File: config.mk
export PLATFORM = sky130hd
export DESIGN_NAME = hfi_injection_angle_estimator_core
export DESIGN_NICKNAME = d
export VERILOG_FILES = /design/src/hdl/hiae_pkg.sv /design/src/hdl/hiae_mul.sv /design/src/hdl/hiae_div.sv /design/src/hdl/hfi_injection_angle_estimator_core.sv
export SDC_FILE = /design/constraint.sdc
export NUM_CORES = 2
export LEC_CHECK = 0
export BUFFER_PORTS_ARGS = -buffer_cell sky130_fd_sc_hd__buf_2
export CORE_MARGIN = 4
export CORE_UTILIZATION = 35
export DETAILED_ROUTE_END_ITERATION = 8
export PLACE_DENSITY_LB_ADDON = 0.25
export SETUP_SLACK_MARGIN = 0.5
export SLEW_MARGIN = 20
export SYNTH_ARGS = -nofsm -noshare
export SYNTH_HDL_FRONTEND = slang
export SYNTH_SLANG_ARGS = --single-unit
export TNS_END_PERCENT = 20
File: constraint.sdc
create_clock -name clock -period 9 [get_ports clock]
set_input_delay 1.8 -clock clock [delete_from_list [all_inputs] [get_ports clock]]
set_output_delay 1.8 -clock clock [all_outputs]
set_load 0.02 [all_outputs]
File: src/hdl/hiae_pkg.sv
// Shared types, constants and helpers of the HFI angle estimator.
`default_nettype none

package hiae_pkg;

   // Quarter-wave sine polynomial coefficients (Q15 arithmetic)
   localparam logic [15:0] POLY_A = 16'd51472;
   localparam logic [15:0] POLY_B = 16'd21023;
   localparam logic [15:0] POLY_C = 16'd2320;

   localparam logic [15:0] QUARTER_TURN = 16'h4000;
   localparam logic [14:0] SINE_MAX     = 15'h7FFF;

   // Divider pass length
   localparam logic [5:0] DIV_STEPS_ERR = 6'd32;

   // Register indexes
   localparam logic [1:0] REG_ENABLE     = 2'd0;
   localparam logic [1:0] REG_PHASE_STEP = 2'd1;
   localparam logic [1:0] REG_AMPLITUDE  = 2'd2;
   localparam logic [1:0] REG_COS_AXIS   = 2'd3;

   // Item kind carried on req_tuser
   typedef enum logic {
      FUNC_TICK    = 1'b0,
      FUNC_ANALYZE = 1'b1
   } func_type;

   typedef enum logic [4:0] {
      ST_IDLE,
      ST_TICK_LOAD,
      ST_IDX_MUL,
      ST_IDX_TAKE,
      ST_CIDX_START,
      ST_SIN0,
      ST_SIN1,
      ST_SIN2,
      ST_SIN3,
      ST_SIN4,
      ST_SCALE_MUL,
      ST_SCALE_TAKE,
      ST_PARK0,
      ST_PARK1,
      ST_PARK2,
      ST_PARK3,
      ST_PARK4,
      ST_ERR_START,
      ST_ERR_WAIT,
      ST_DONE
   } state_type;

   // Which value the sine pass is producing
   typedef enum logic [1:0] {
      SEL_TICK_S,
      SEL_TICK_C,
      SEL_TAB_S,
      SEL_TAB_C
   } sine_sel_type;

   typedef struct packed {
      logic        start;
      logic [15:0] rem_init;
      logic [31:0] dividend;
      logic [15:0] divisor;
      logic [5:0]  steps;
   } div_req_type;

   typedef struct packed {
      logic        done;
      logic [31:0] quotient;
   } div_rsp_type;

   // floor shift right by 15, saturate to signed 16
   function automatic logic signed [15:0] sat16(input logic signed [32:0] v);
      logic signed [17:0] sh;
      sh = v[32:15];
      if (sh > 18'sd32767) begin
         return 16'sh7FFF;
      end else if (sh < -18'sd32768) begin
         return 16'sh8000;
      end else begin
         return sh[15:0];
      end
   endfunction

endpackage

`default_nettype wire

File: src/hdl/hiae_mul.sv
// Shared signed 18x18 multiplier with registered product.
`default_nettype none

module hiae_mul (
   input  logic               clock,
   input  logic signed [17:0] op_a,
   input  logic signed [17:0] op_b,
   output logic signed [35:0] product
);

   logic signed [35:0] product_ff;
   logic signed [35:0] product_in;

   assign product_in = op_a * op_b;

   always_ff @(posedge clock) begin
      product_ff <= product_in;
   end

   assign product = product_ff;

endmodule

`default_nettype wire

File: src/hdl/hiae_div.sv
// Restoring divider, one quotient bit per cycle, shared by all divisions.
`default_nettype none

module hiae_div import hiae_pkg::*; (
   input  logic        clock,
   input  logic        reset,
   input  div_req_type req,
   output div_rsp_type rsp
);

   logic        run_ff;
   logic [5:0]  cnt_ff;
   logic [15:0] rem_ff;
   logic [31:0] dvd_ff;
   logic [15:0] dsr_ff;
   logic [31:0] quo_ff;

   logic [16:0] trial;
   logic        ge;
   logic [16:0] diff;
   logic [15:0] rem_in;

   assign trial  = {rem_ff, dvd_ff[31]};
   assign ge     = (trial >= {1'b0, dsr_ff});
   assign diff   = trial - {1'b0, dsr_ff};
   assign rem_in = ge ? diff[15:0] : trial[15:0];

   always_ff @(posedge clock) begin
      if (reset) begin
         run_ff <= 1'b0;
         cnt_ff <= 6'd0;
      end else if (req.start) begin
         run_ff <= 1'b1;
         cnt_ff <= req.steps;
      end else if (run_ff) begin
         if (cnt_ff != 6'd0) begin
            cnt_ff <= cnt_ff - 6'd1;
         end else begin
            run_ff <= 1'b0;
         end
      end
   end

   always_ff @(posedge clock) begin
      if (req.start) begin
         rem_ff <= req.rem_init;
         dvd_ff <= req.dividend;
         dsr_ff <= req.divisor;
         quo_ff <= 32'd0;
      end else if (run_ff && cnt_ff != 6'd0) begin
         rem_ff <= rem_in;
         dvd_ff <= {dvd_ff[30:0], 1'b0};
         quo_ff <= {quo_ff[30:0], ge};
      end
   end

   assign rsp.done     = run_ff && (cnt_ff == 6'd0);
   assign rsp.quotient = quo_ff;

endmodule

`default_nettype wire

File: src/hdl/hfi_injection_angle_estimator_core.sv
// Top level of the HFI injection generator and angle-error estimator.
`default_nettype none

// HFI injection / angle-error estimator. Each req item is an injection tick
// (tuser = 0) or a current sample to analyze (tuser = 1); every item gives
// exactly one rsp item. A tick advances the phase accumulator by phase_step
// and returns amplitude*sin(phase) on inject_a and, with the cosine axis on,
// amplitude*cos(phase) on inject_b. A sample is Park-rotated by rotor_angle,
// stored as the d/q pair of the positive or negative injection half cycle,
// and the angle error (d_pos-d_neg)/(q_pos-q_neg) in Q16.16 is updated
// (held when the q difference is zero). With enable clear every item returns
// zero injection and the held error, and no state changes.
// Timing: one item at a time; req_tready is high only while idle. All math
// runs on one 18x18 multiplier and one bit-serial divider. A tick runs the
// sine pass a second time with the cosine axis on; a sample's error division
// is skipped when the q difference is zero; a disabled item goes straight to
// its result. The rsp output is registered, so a new item is taken while
// the previous result still waits for rsp_tready; a finished item stalls in
// its last state only while that register is still full. SINE_TABLE_ENTRIES
// must be a power of two: a table entry's phase is its index shifted up.
// Config must be written while idle.

module hfi_injection_angle_estimator_core import hiae_pkg::*; #(
   parameter int PHASE_BITS         = 16,
   parameter int SINE_TABLE_ENTRIES = 1024
) (
   input  logic        clock,
   input  logic        reset,
   // req stream
   input  logic        req_tvalid,
   output logic        req_tready,
   input  logic [47:0] req_tdata,   // current_a[15:0], current_b[31:16], rotor_angle[47:32]
   input  logic        req_tuser,   // func: 0 tick, 1 analyze
   // rsp stream
   output logic        rsp_tvalid,
   input  logic        rsp_tready,
   output logic [63:0] rsp_tdata,   // inject_a[15:0], inject_b[31:16], angle_error[63:32]
   // register port
   input  logic        csr_psel,
   input  logic        csr_penable,
   input  logic        csr_pwrite,
   input  logic [3:0]  csr_paddr,
   input  logic [31:0] csr_pwdata,
   output logic [31:0] csr_prdata,
   output logic        csr_pready
);

   localparam int IW = $clog2(SINE_TABLE_ENTRIES);
   localparam int SW = (PHASE_BITS > 16) ? PHASE_BITS : 16;
   localparam int QTR = SINE_TABLE_ENTRIES / 4;
   localparam int TAB_SHIFT = 16 - IW;
   localparam logic signed [17:0] ENTRIES_OP = 18'(SINE_TABLE_ENTRIES);
   localparam logic [IW:0] ENTRIES_X = (IW + 1)'(SINE_TABLE_ENTRIES);
   localparam logic [IW:0] QTR_X = (IW + 1)'(QTR);

   // ---------------- configuration registers ----------------
   logic        en_ff;
   logic [15:0] step_ff;
   logic [14:0] amp_ff;
   logic        dual_ff;
   logic        csr_wr;

   assign csr_wr     = csr_psel && csr_penable && csr_pwrite && csr_pready;
   assign csr_pready = 1'b1;

   always_ff @(posedge clock) begin
      if (reset) begin
         en_ff   <= 1'b0;
         step_ff <= 16'd0;
         amp_ff  <= 15'd0;
         dual_ff <= 1'b0;
      end else if (csr_wr) begin
         case (csr_paddr[3:2])
            REG_ENABLE:     en_ff   <= csr_pwdata[0];
            REG_PHASE_STEP: step_ff <= csr_pwdata[15:0];
            REG_AMPLITUDE:  amp_ff  <= csr_pwdata[14:0];
            REG_COS_AXIS:   dual_ff <= csr_pwdata[0];
            default: ;
         endcase
      end
   end

   always_comb begin
      case (csr_paddr[3:2])
         REG_ENABLE:     csr_prdata = {31'd0, en_ff};
         REG_PHASE_STEP: csr_prdata = {16'd0, step_ff};
         REG_AMPLITUDE:  csr_prdata = {17'd0, amp_ff};
         REG_COS_AXIS:   csr_prdata = {31'd0, dual_ff};
         default:        csr_prdata = 32'd0;
      endcase
   end

   // ---------------- state ----------------
   state_type    state_ff, state_in;
   sine_sel_type sel_ff;

   logic [PHASE_BITS-1:0] acc_ff;      // injection phase accumulator
   logic signed [15:0]    dpos_ff, qpos_ff, dneg_ff, qneg_ff;
   logic signed [31:0]    err_ff;      // held angle error

   // working registers
   logic signed [15:0] a_ff, b_ff;
   logic [15:0]        rot_ff;
   logic [15:0]        p_ff;           // phase fed to the sine pass
   logic [15:0]        x_ff, y_ff;     // folded phase and its square
   logic [14:0]        mag_ff;
   logic               neg_ff;
   logic signed [15:0] s_ff, c_ff;     // table sine / cosine at rotor angle
   logic signed [32:0] sum_ff;
   logic signed [15:0] d_ff;
   logic signed [15:0] ia_ff, ib_ff;
   logic [IW-1:0]      cidx_ff;
   logic               eneg_ff;

   logic               rsp_valid_ff;
   logic [63:0]        rsp_data_ff;

   // ---------------- shared units ----------------
   logic signed [17:0] mul_a, mul_b;
   logic signed [35:0] mul_q;
   div_req_type        div_req;
   div_rsp_type        div_rsp;

   hiae_mul u_mul (
      .clock   (clock),
      .op_a    (mul_a),
      .op_b    (mul_b),
      .product (mul_q)
   );

   hiae_div u_div (
      .clock (clock),
      .reset (reset),
      .req   (div_req),
      .rsp   (div_rsp)
   );

   // ---------------- combinational helpers ----------------
   logic                  accept;
   logic [SW-1:0]         acc_sum;
   logic [PHASE_BITS+15:0] acc_shift;
   logic [15:0]           ph16;
   logic                  pos_half;

   assign accept    = req_tvalid && req_tready;
   assign acc_sum   = SW'(acc_ff) + SW'(step_ff);
   // top 16 bits of the accumulator, left-aligned when it is narrower
   assign acc_shift = {acc_ff, 16'h0000};
   assign ph16      = acc_shift[PHASE_BITS+15:PHASE_BITS];
   // sine strictly positive: first half turn, not at the zero crossing
   assign pos_half  = !ph16[15] && (ph16[14:0] != 15'd0);

   // quadrant fold: x in Q15, 0..32768
   logic [15:0] xr_c, x_c;
   assign xr_c = {1'b0, p_ff[13:0], 1'b0};
   assign x_c  = p_ff[14] ? (16'h8000 - xr_c) : xr_c;

   // polynomial steps, all products are non-negative and below 2^31
   logic [15:0]        y_c, t2_c, t3_c, raw_c;
   logic [14:0]        mag_c;
   logic signed [15:0] sv_c;
   assign y_c   = mul_q[30:15];
   assign t2_c  = POLY_B - mul_q[30:15];
   assign t3_c  = POLY_A - mul_q[30:15];
   assign raw_c = mul_q[30:15];
   assign mag_c = raw_c[15] ? SINE_MAX : raw_c[14:0];
   assign sv_c  = p_ff[15] ? -$signed({1'b0, mag_c}) : $signed({1'b0, mag_c});

   // amplitude scaling, truncated toward zero
   logic [14:0]        scl_c;
   logic signed [15:0] scl_val;
   assign scl_c   = mul_q[29:15];
   assign scl_val = neg_ff ? -$signed({1'b0, scl_c}) : $signed({1'b0, scl_c});

   // table index and its quarter-turn partner
   logic [IW-1:0] idx_c;
   logic [IW:0]   csum_c;
   logic [IW-1:0] cidx_c;
   assign idx_c  = mul_q[IW+15:16];
   assign csum_c = {1'b0, idx_c} + QTR_X;
   assign cidx_c = (csum_c >= ENTRIES_X) ? IW'(csum_c - ENTRIES_X) : csum_c[IW-1:0];

   // Park sums
   logic signed [15:0] park_d_c, park_q_c;
   assign park_d_c = sat16(sum_ff + mul_q[32:0]);
   assign park_q_c = sat16(sum_ff - mul_q[32:0]);

   // error operands
   logic signed [16:0] dd_c, qd_c, add_c, aqd_c;
   assign dd_c  = {dpos_ff[15], dpos_ff} - {dneg_ff[15], dneg_ff};
   assign qd_c  = {qpos_ff[15], qpos_ff} - {qneg_ff[15], qneg_ff};
   assign add_c = dd_c[16] ? -dd_c : dd_c;
   assign aqd_c = qd_c[16] ? -qd_c : qd_c;

   // saturated signed Q16.16 from magnitude quotient
   logic [31:0] quo;
   logic [31:0] err_c;
   assign quo = div_rsp.quotient;
   always_comb begin
      if (eneg_ff) begin
         err_c = quo[31] ? 32'h8000_0000 : (32'd0 - quo);
      end else begin
         err_c = quo[31] ? 32'h7FFF_FFFF : quo;
      end
   end

   logic rsp_free;
   assign rsp_free = !rsp_valid_ff || rsp_tready;

   // ---------------- sequencer: next state ----------------
   always_comb begin
      state_in = state_ff;
      case (state_ff)
         ST_IDLE: begin
            if (accept) begin
               if (!en_ff) begin
                  state_in = ST_DONE;
               end else if (req_tuser == FUNC_TICK) begin
                  state_in = ST_TICK_LOAD;
               end else begin
                  state_in = ST_IDX_MUL;
               end
            end
         end
         ST_TICK_LOAD:  state_in = ST_SIN0;
         ST_IDX_MUL:    state_in = ST_IDX_TAKE;
         ST_IDX_TAKE:   state_in = ST_SIN0;
         ST_CIDX_START: state_in = ST_SIN0;
         ST_SIN0:       state_in = ST_SIN1;
         ST_SIN1:       state_in = ST_SIN2;
         ST_SIN2:       state_in = ST_SIN3;
         ST_SIN3:       state_in = ST_SIN4;
         ST_SIN4: begin
            case (sel_ff)
               SEL_TAB_S: state_in = ST_CIDX_START;
               SEL_TAB_C: state_in = ST_PARK0;
               default:   state_in = ST_SCALE_MUL;
            endcase
         end
         ST_SCALE_MUL:  state_in = ST_SCALE_TAKE;
         ST_SCALE_TAKE: begin
            if (sel_ff == SEL_TICK_S && dual_ff) begin
               state_in = ST_SIN0;
            end else begin
               state_in = ST_DONE;
            end
         end
         ST_PARK0:      state_in = ST_PARK1;
         ST_PARK1:      state_in = ST_PARK2;
         ST_PARK2:      state_in = ST_PARK3;
         ST_PARK3:      state_in = ST_PARK4;
         ST_PARK4:      state_in = ST_ERR_START;
         ST_ERR_START:  state_in = (qd_c == 17'sd0) ? ST_DONE : ST_ERR_WAIT;
         ST_ERR_WAIT:   if (div_rsp.done) state_in = ST_DONE;
         ST_DONE:       if (rsp_free) state_in = ST_IDLE;
         default:       state_in = ST_IDLE;
      endcase
   end

   // ---------------- sequencer: unit controls ----------------
   always_comb begin
      req_tready = 1'b0;
      mul_a      = 18'sd0;
      mul_b      = 18'sd0;
      div_req    = '0;
      case (state_ff)
         ST_IDLE: req_tready = 1'b1;
         ST_IDX_MUL: begin
            mul_a = {2'b00, rot_ff};
            mul_b = ENTRIES_OP;
         end
         ST_SIN0: begin
            mul_a = {2'b00, x_c};
            mul_b = {2'b00, x_c};
         end
         ST_SIN1: begin
            mul_a = {2'b00, y_c};
            mul_b = {2'b00, POLY_C};
         end
         ST_SIN2: begin
            mul_a = {2'b00, t2_c};
            mul_b = {2'b00, y_ff};
         end
         ST_SIN3: begin
            mul_a = {2'b00, t3_c};
            mul_b = {2'b00, x_ff};
         end
         ST_SCALE_MUL: begin
            mul_a = {3'b000, mag_ff};
            mul_b = {3'b000, amp_ff};
         end
         ST_PARK0: begin
            mul_a = {{2{a_ff[15]}}, a_ff};
            mul_b = {{2{c_ff[15]}}, c_ff};
         end
         ST_PARK1: begin
            mul_a = {{2{b_ff[15]}}, b_ff};
            mul_b = {{2{s_ff[15]}}, s_ff};
         end
         ST_PARK2: begin
            mul_a = {{2{b_ff[15]}}, b_ff};
            mul_b = {{2{c_ff[15]}}, c_ff};
         end
         ST_PARK3: begin
            mul_a = {{2{a_ff[15]}}, a_ff};
            mul_b = {{2{s_ff[15]}}, s_ff};
         end
         ST_ERR_START: begin
            if (qd_c != 17'sd0) begin
               div_req.start    = 1'b1;
               div_req.dividend = {add_c[15:0], 16'h0000};
               div_req.divisor  = aqd_c[15:0];
               div_req.steps    = DIV_STEPS_ERR;
            end
         end
         default: ;
      endcase
   end

   // ---------------- control registers ----------------
   always_ff @(posedge clock) begin
      if (reset) begin
         state_ff     <= ST_IDLE;
         rsp_valid_ff <= 1'b0;
         acc_ff       <= '0;
         dpos_ff      <= 16'sd0;
         qpos_ff      <= 16'sd0;
         dneg_ff      <= 16'sd0;
         qneg_ff      <= 16'sd0;
         err_ff       <= 32'sd0;
      end else begin
         state_ff <= state_in;
         if (state_ff == ST_DONE && rsp_free) begin
            rsp_valid_ff <= 1'b1;
         end else if (rsp_tready) begin
            rsp_valid_ff <= 1'b0;
         end
         if (state_ff == ST_IDLE && accept && en_ff && req_tuser == FUNC_TICK) begin
            acc_ff <= acc_sum[PHASE_BITS-1:0];
         end
         if (state_ff == ST_PARK4) begin
            if (pos_half) begin
               dpos_ff <= d_ff;
               qpos_ff <= park_q_c;
            end else begin
               dneg_ff <= d_ff;
               qneg_ff <= park_q_c;
            end
         end
         if (state_ff == ST_ERR_WAIT && div_rsp.done) begin
            err_ff <= $signed(err_c);
         end
      end
   end

   // ---------------- working registers ----------------
   always_ff @(posedge clock) begin
      case (state_ff)
         ST_IDLE: begin
            a_ff   <= $signed(req_tdata[15:0]);
            b_ff   <= $signed(req_tdata[31:16]);
            rot_ff <= req_tdata[47:32];
            ia_ff  <= 16'sd0;
            ib_ff  <= 16'sd0;
         end
         ST_TICK_LOAD: begin
            p_ff   <= ph16;
            sel_ff <= SEL_TICK_S;
         end
         // table entry phase is its index scaled up to a 16-bit turn
         ST_IDX_TAKE: begin
            cidx_ff <= cidx_c;
            p_ff    <= 16'(idx_c) << TAB_SHIFT;
            sel_ff  <= SEL_TAB_S;
         end
         ST_CIDX_START: begin
            p_ff   <= 16'(cidx_ff) << TAB_SHIFT;
            sel_ff <= SEL_TAB_C;
         end
         ST_SIN0: x_ff <= x_c;
         ST_SIN1: y_ff <= y_c;
         ST_SIN4: begin
            mag_ff <= mag_c;
            neg_ff <= p_ff[15];
            if (sel_ff == SEL_TAB_S) s_ff <= sv_c;
            if (sel_ff == SEL_TAB_C) c_ff <= sv_c;
         end
         ST_SCALE_TAKE: begin
            if (sel_ff == SEL_TICK_S) begin
               ia_ff  <= scl_val;
               // cosine is the sine a quarter turn later
               p_ff   <= p_ff + QUARTER_TURN;
               sel_ff <= SEL_TICK_C;
            end else begin
               ib_ff <= scl_val;
            end
         end
         ST_PARK1: sum_ff <= mul_q[32:0];
         ST_PARK2: d_ff   <= park_d_c;
         ST_PARK3: sum_ff <= mul_q[32:0];
         ST_ERR_START: eneg_ff <= dd_c[16] ^ qd_c[16];
         ST_DONE: begin
            if (rsp_free) rsp_data_ff <= {err_ff, ib_ff, ia_ff};
         end
         default: ;
      endcase
   end

   assign rsp_tvalid = rsp_valid_ff;
   assign rsp_tdata  = rsp_data_ff;

endmodule

`default_nettype wire
==> flow_summary.ini <==
[floorplan]
die_w_um = 343
fp.dieH_um = 343
io_pins = 191
placementRows = 122
coreArea_um2 = 111000
initial_core_util = 0.354
dieArea_um2 = 118000

[synth]
yosysSeqAreaShare = 0.376
yosys.cell_types.count = 83
synth_area_um2 = 39400
syn_area_per_cell_um2 = 9.48
ys_ff_latch = 572
synth_enable_flop_cells = 333
synthArstFlopShare = 0
ys.flop_type = edfxtp_1
yosys_warnings = 0
synthCells = 4152

[critical_path]
r2r_end = u_mul.product[32]$_DFF_P_
reg2reg_from = p_ff[2]$_DFFE_PP_
cpMostUsedCell = fa_1
rr_worst_depth = 29
crit_slowest_cell = a2111oi_2
cpPeakStageDelay_ns = 0.57
end_kind = register
crit_start = p_ff[2]$_DFFE_PP_
path_class = reg -> reg
cp_data_arrival_time_ns = 8.75
critical_path.max_fanout = 6
crit_path_end = u_mul.product[32]$_DFF_P_
cp-start-kind = register
rrSetupSlack_ns = 0.78
worstPathRequired_ns = 9.54

[final_layout]
drive_above_1_share = 0.117
fin_nets = 4955
n_fill_cell = 11227
syn2layout_area_growth_pct = 14.3

[sta]
slew_headroom = 0.230
max_slew.worst_pin.slew_ns = 1.15
period_share = 0.913
whs_ns = 0.417
slew_viol_final = 0
rsz0062_at_grt = no
finClkSkew_ns = 0.0240
finalSetupViolations = 0
tns_ns = 0
fmax_mhz = 122
hold_viol_final = 0
period_needed_ns = 8.22

[route]
vias = 29711
dr.pass1.iters = 6
avgViaCountPerCell = 5.05
post-route-drc-count = 0
final_antenna_net_count = 0
drt_iter0_drc = 2343
routed_wl_um = 110000
wl_per_cell_um = 18.6

[placed_design]
dp_hpwl_um = 83800
numPortBuffers = 155
gp_congestion = 0.912

[clock_network]
hold_buffers = 0
cts_tree = yes
clk_pin_slew_ns = 0.06
clk_latency_ns = 0.63
cts_root_buf = clkbuf_16
ctsLongestPathBuffers = 3
cts_buffers = 67
cts_sinks = 572
h-tree-depth = 3

[global_route]
grt_usage = 0.184
grt_max_degree = 95
antenna_found_initial = 2
grt_pass1_wl_um = 169000
first_global_vias = 29068
overflow = 0

[run]
cap_violations = 0

[power_and_ir_drop]
peakVddDrop_v = 0.000226
power_density_nw_per_um2 = 244
leakagePower_nw = 18.7

[outcome]
status = finished, final reports clean

[hold_path]
hold_class = reg -> reg
==> state kept, by name (all words and copies together), names as in the netlist, 32 cells and up <==
register       cells
sum_ff            33
u_div.quo_ff      32
rsp_tdata         64
err_ff            32
u_mul.product     33
==> worst max-delay path, delay by kind of cell, from the launching register on <==
family	cells	cell delay [ns]
flip-flops	1	0.45
AND/OR/NAND/NOR	6	1.48
AO/OA/AOI/OAI	10	2.18
adder cells (fa/ha/maj)	7	3.12
buffers and inverters	4	0.58
XOR/XNOR	2	0.28
==> cell usage after synthesis, drive strengths merged (23+ instances only) <==
library cell | instances | area, um^2
a211oi | 64 | 485
a21o | 42 | 315
a21oi | 286 | 1440
a22o | 29 | 254
a22oi | 32 | 240
buf | 30 | 186
clkbuf | 167 | 627
dfxtp | 239 | 4780
edfxtp | 333 | 10000
fa | 303 | 6070
ha | 223 | 2790
inv | 530 | 1990
nand2 | 557 | 2090
nand2b | 26 | 163
nand3 | 47 | 235
nor2 | 408 | 1530
nor2b | 30 | 188
nor3 | 65 | 325
o21a | 23 | 173
o21ai | 130 | 651
or3 | 24 | 150
xnor2 | 159 | 1390
xor2 | 61 | 534
==> layout make-up <==
| class | instances | area (um^2) | share of cell area |
|---|---|---|---|
| tap | 1488 | 1860 | 0.0414 |
| antenna | 3 | 7.51 | 0.000167 |
| timing repair buffer | 298 | 1900 | 0.0421 |
| inverter | 536 | 2020 | 0.0448 |
| clock buffer | 91 | 1880 | 0.0418 |
| sequential | 572 | 14800 | 0.329 |
| multi-input combinational | 2862 | 22200 | 0.494 |
| clock inverter | 33 | 324 | 0.00720 |
==> cell families after synthesis <==
group           Yosys count  share of synthesized area
simple gates           1296                      0.143
compound gates          774                      0.127
buf+inv                 733                     0.0718
flops                   572                      0.376
fa+ha+maj               526                      0.225
xor+xnor                220                     0.0490
mux                      29                    0.00788
other cells               2                   0.000191
==> through the flow <==
stage	total power [W]	std cells	worst slack, ns	utilization	cell area, um^2
2_1_floorplan	0.00668	4167	0.602	-	39400
3_3_place_gp	0.00809	5728	0.214	0.380	42200
3_5_place_dp	0.00812	5728	0.144	0.380	42200
4_1_cts	0.0109	5852	0.456	0.400	44500
5_1_grt	0.0116	5880	0.481	0.405	45000
6_report	0.0110	5883	0.785	0.405	45000
==> report_power, final <==
part           switching [W]  total, W  leakage (nW)  internal [W]
registers           0.000254   0.00361          5.04       0.00336
logic                0.00296   0.00464          12.6       0.00168
clock network        0.00115   0.00273          1.08       0.00158
total                0.00436    0.0110          18.7       0.00662
==> routing by layer <==
| metal | up-vias | track usage | part of all wire | wire, um |
|---|---|---|---|---|
| met5 | - | 0 | 0 | 0 |
| met3 | 174 | 0.0339 | 0.069 | 7570 |
| met1 | 14463 | 0.245 | 0.42 | 46600 |
| met4 | 0 | 0.0566 | 0.032 | 3480 |
| met2 | 861 | 0.307 | 0.47 | 52100 |
| li1 | 14213 | - | - | - |
==> layout by cell type (no fill, tap or decap), drive strengths merged, types with 13 or more instances in the layout <==
cell,instances
a211oi,64
a21o,42
a21oi,286
a22o,29
a22oi,32
and2,22
and3,22
buf,298
clkbuf,91
clkinv,27
conb,17
dfxtp,239
edfxtp,333
fa,303
ha,223
inv,536
mux2i,22
nand2,557
nand2b,26
nand3,47
nand4,21
nor2,408
nor2b,30
nor3,65
nor4,13
o21a,23
o21ai,130
o21bai,16
o31ai,19
or2,18
or3,24
or4,14
xnor2,159
xor2,61
==> worst min path at each step <==
stage	slack (ns)	startpoint	cells after the start	end
after floorplan	0.40	ia_ff[0]$_DFFE_PP_	0	rsp_tdata[0]$_DFFE_PP_
after global placement	0.40	ib_ff[11]$_DFFE_PP_	0	rsp_tdata[27]$_DFFE_PP_
after detailed placement	0.40	ib_ff[1]$_DFFE_PP_	0	rsp_tdata[17]$_DFFE_PP_
after CTS	0.42	ib_ff[1]$_DFFE_PP_	0	rsp_tdata[17]$_DFFE_PP_
after global routing	0.42	ib_ff[11]$_DFFE_PP_	0	rsp_tdata[27]$_DFFE_PP_
final	0.42	ia_ff[1]$_DFFE_PP_	0	rsp_tdata[1]$_DFFE_PP_
==> repair_timing <==
action,4_1_cts,5_1_grt
pin swaps,0,20
endpoints found under the setup margin,7,10
buffers inserted,0,27
resized for setup,12,69
(Power assumes the default switching activity.)
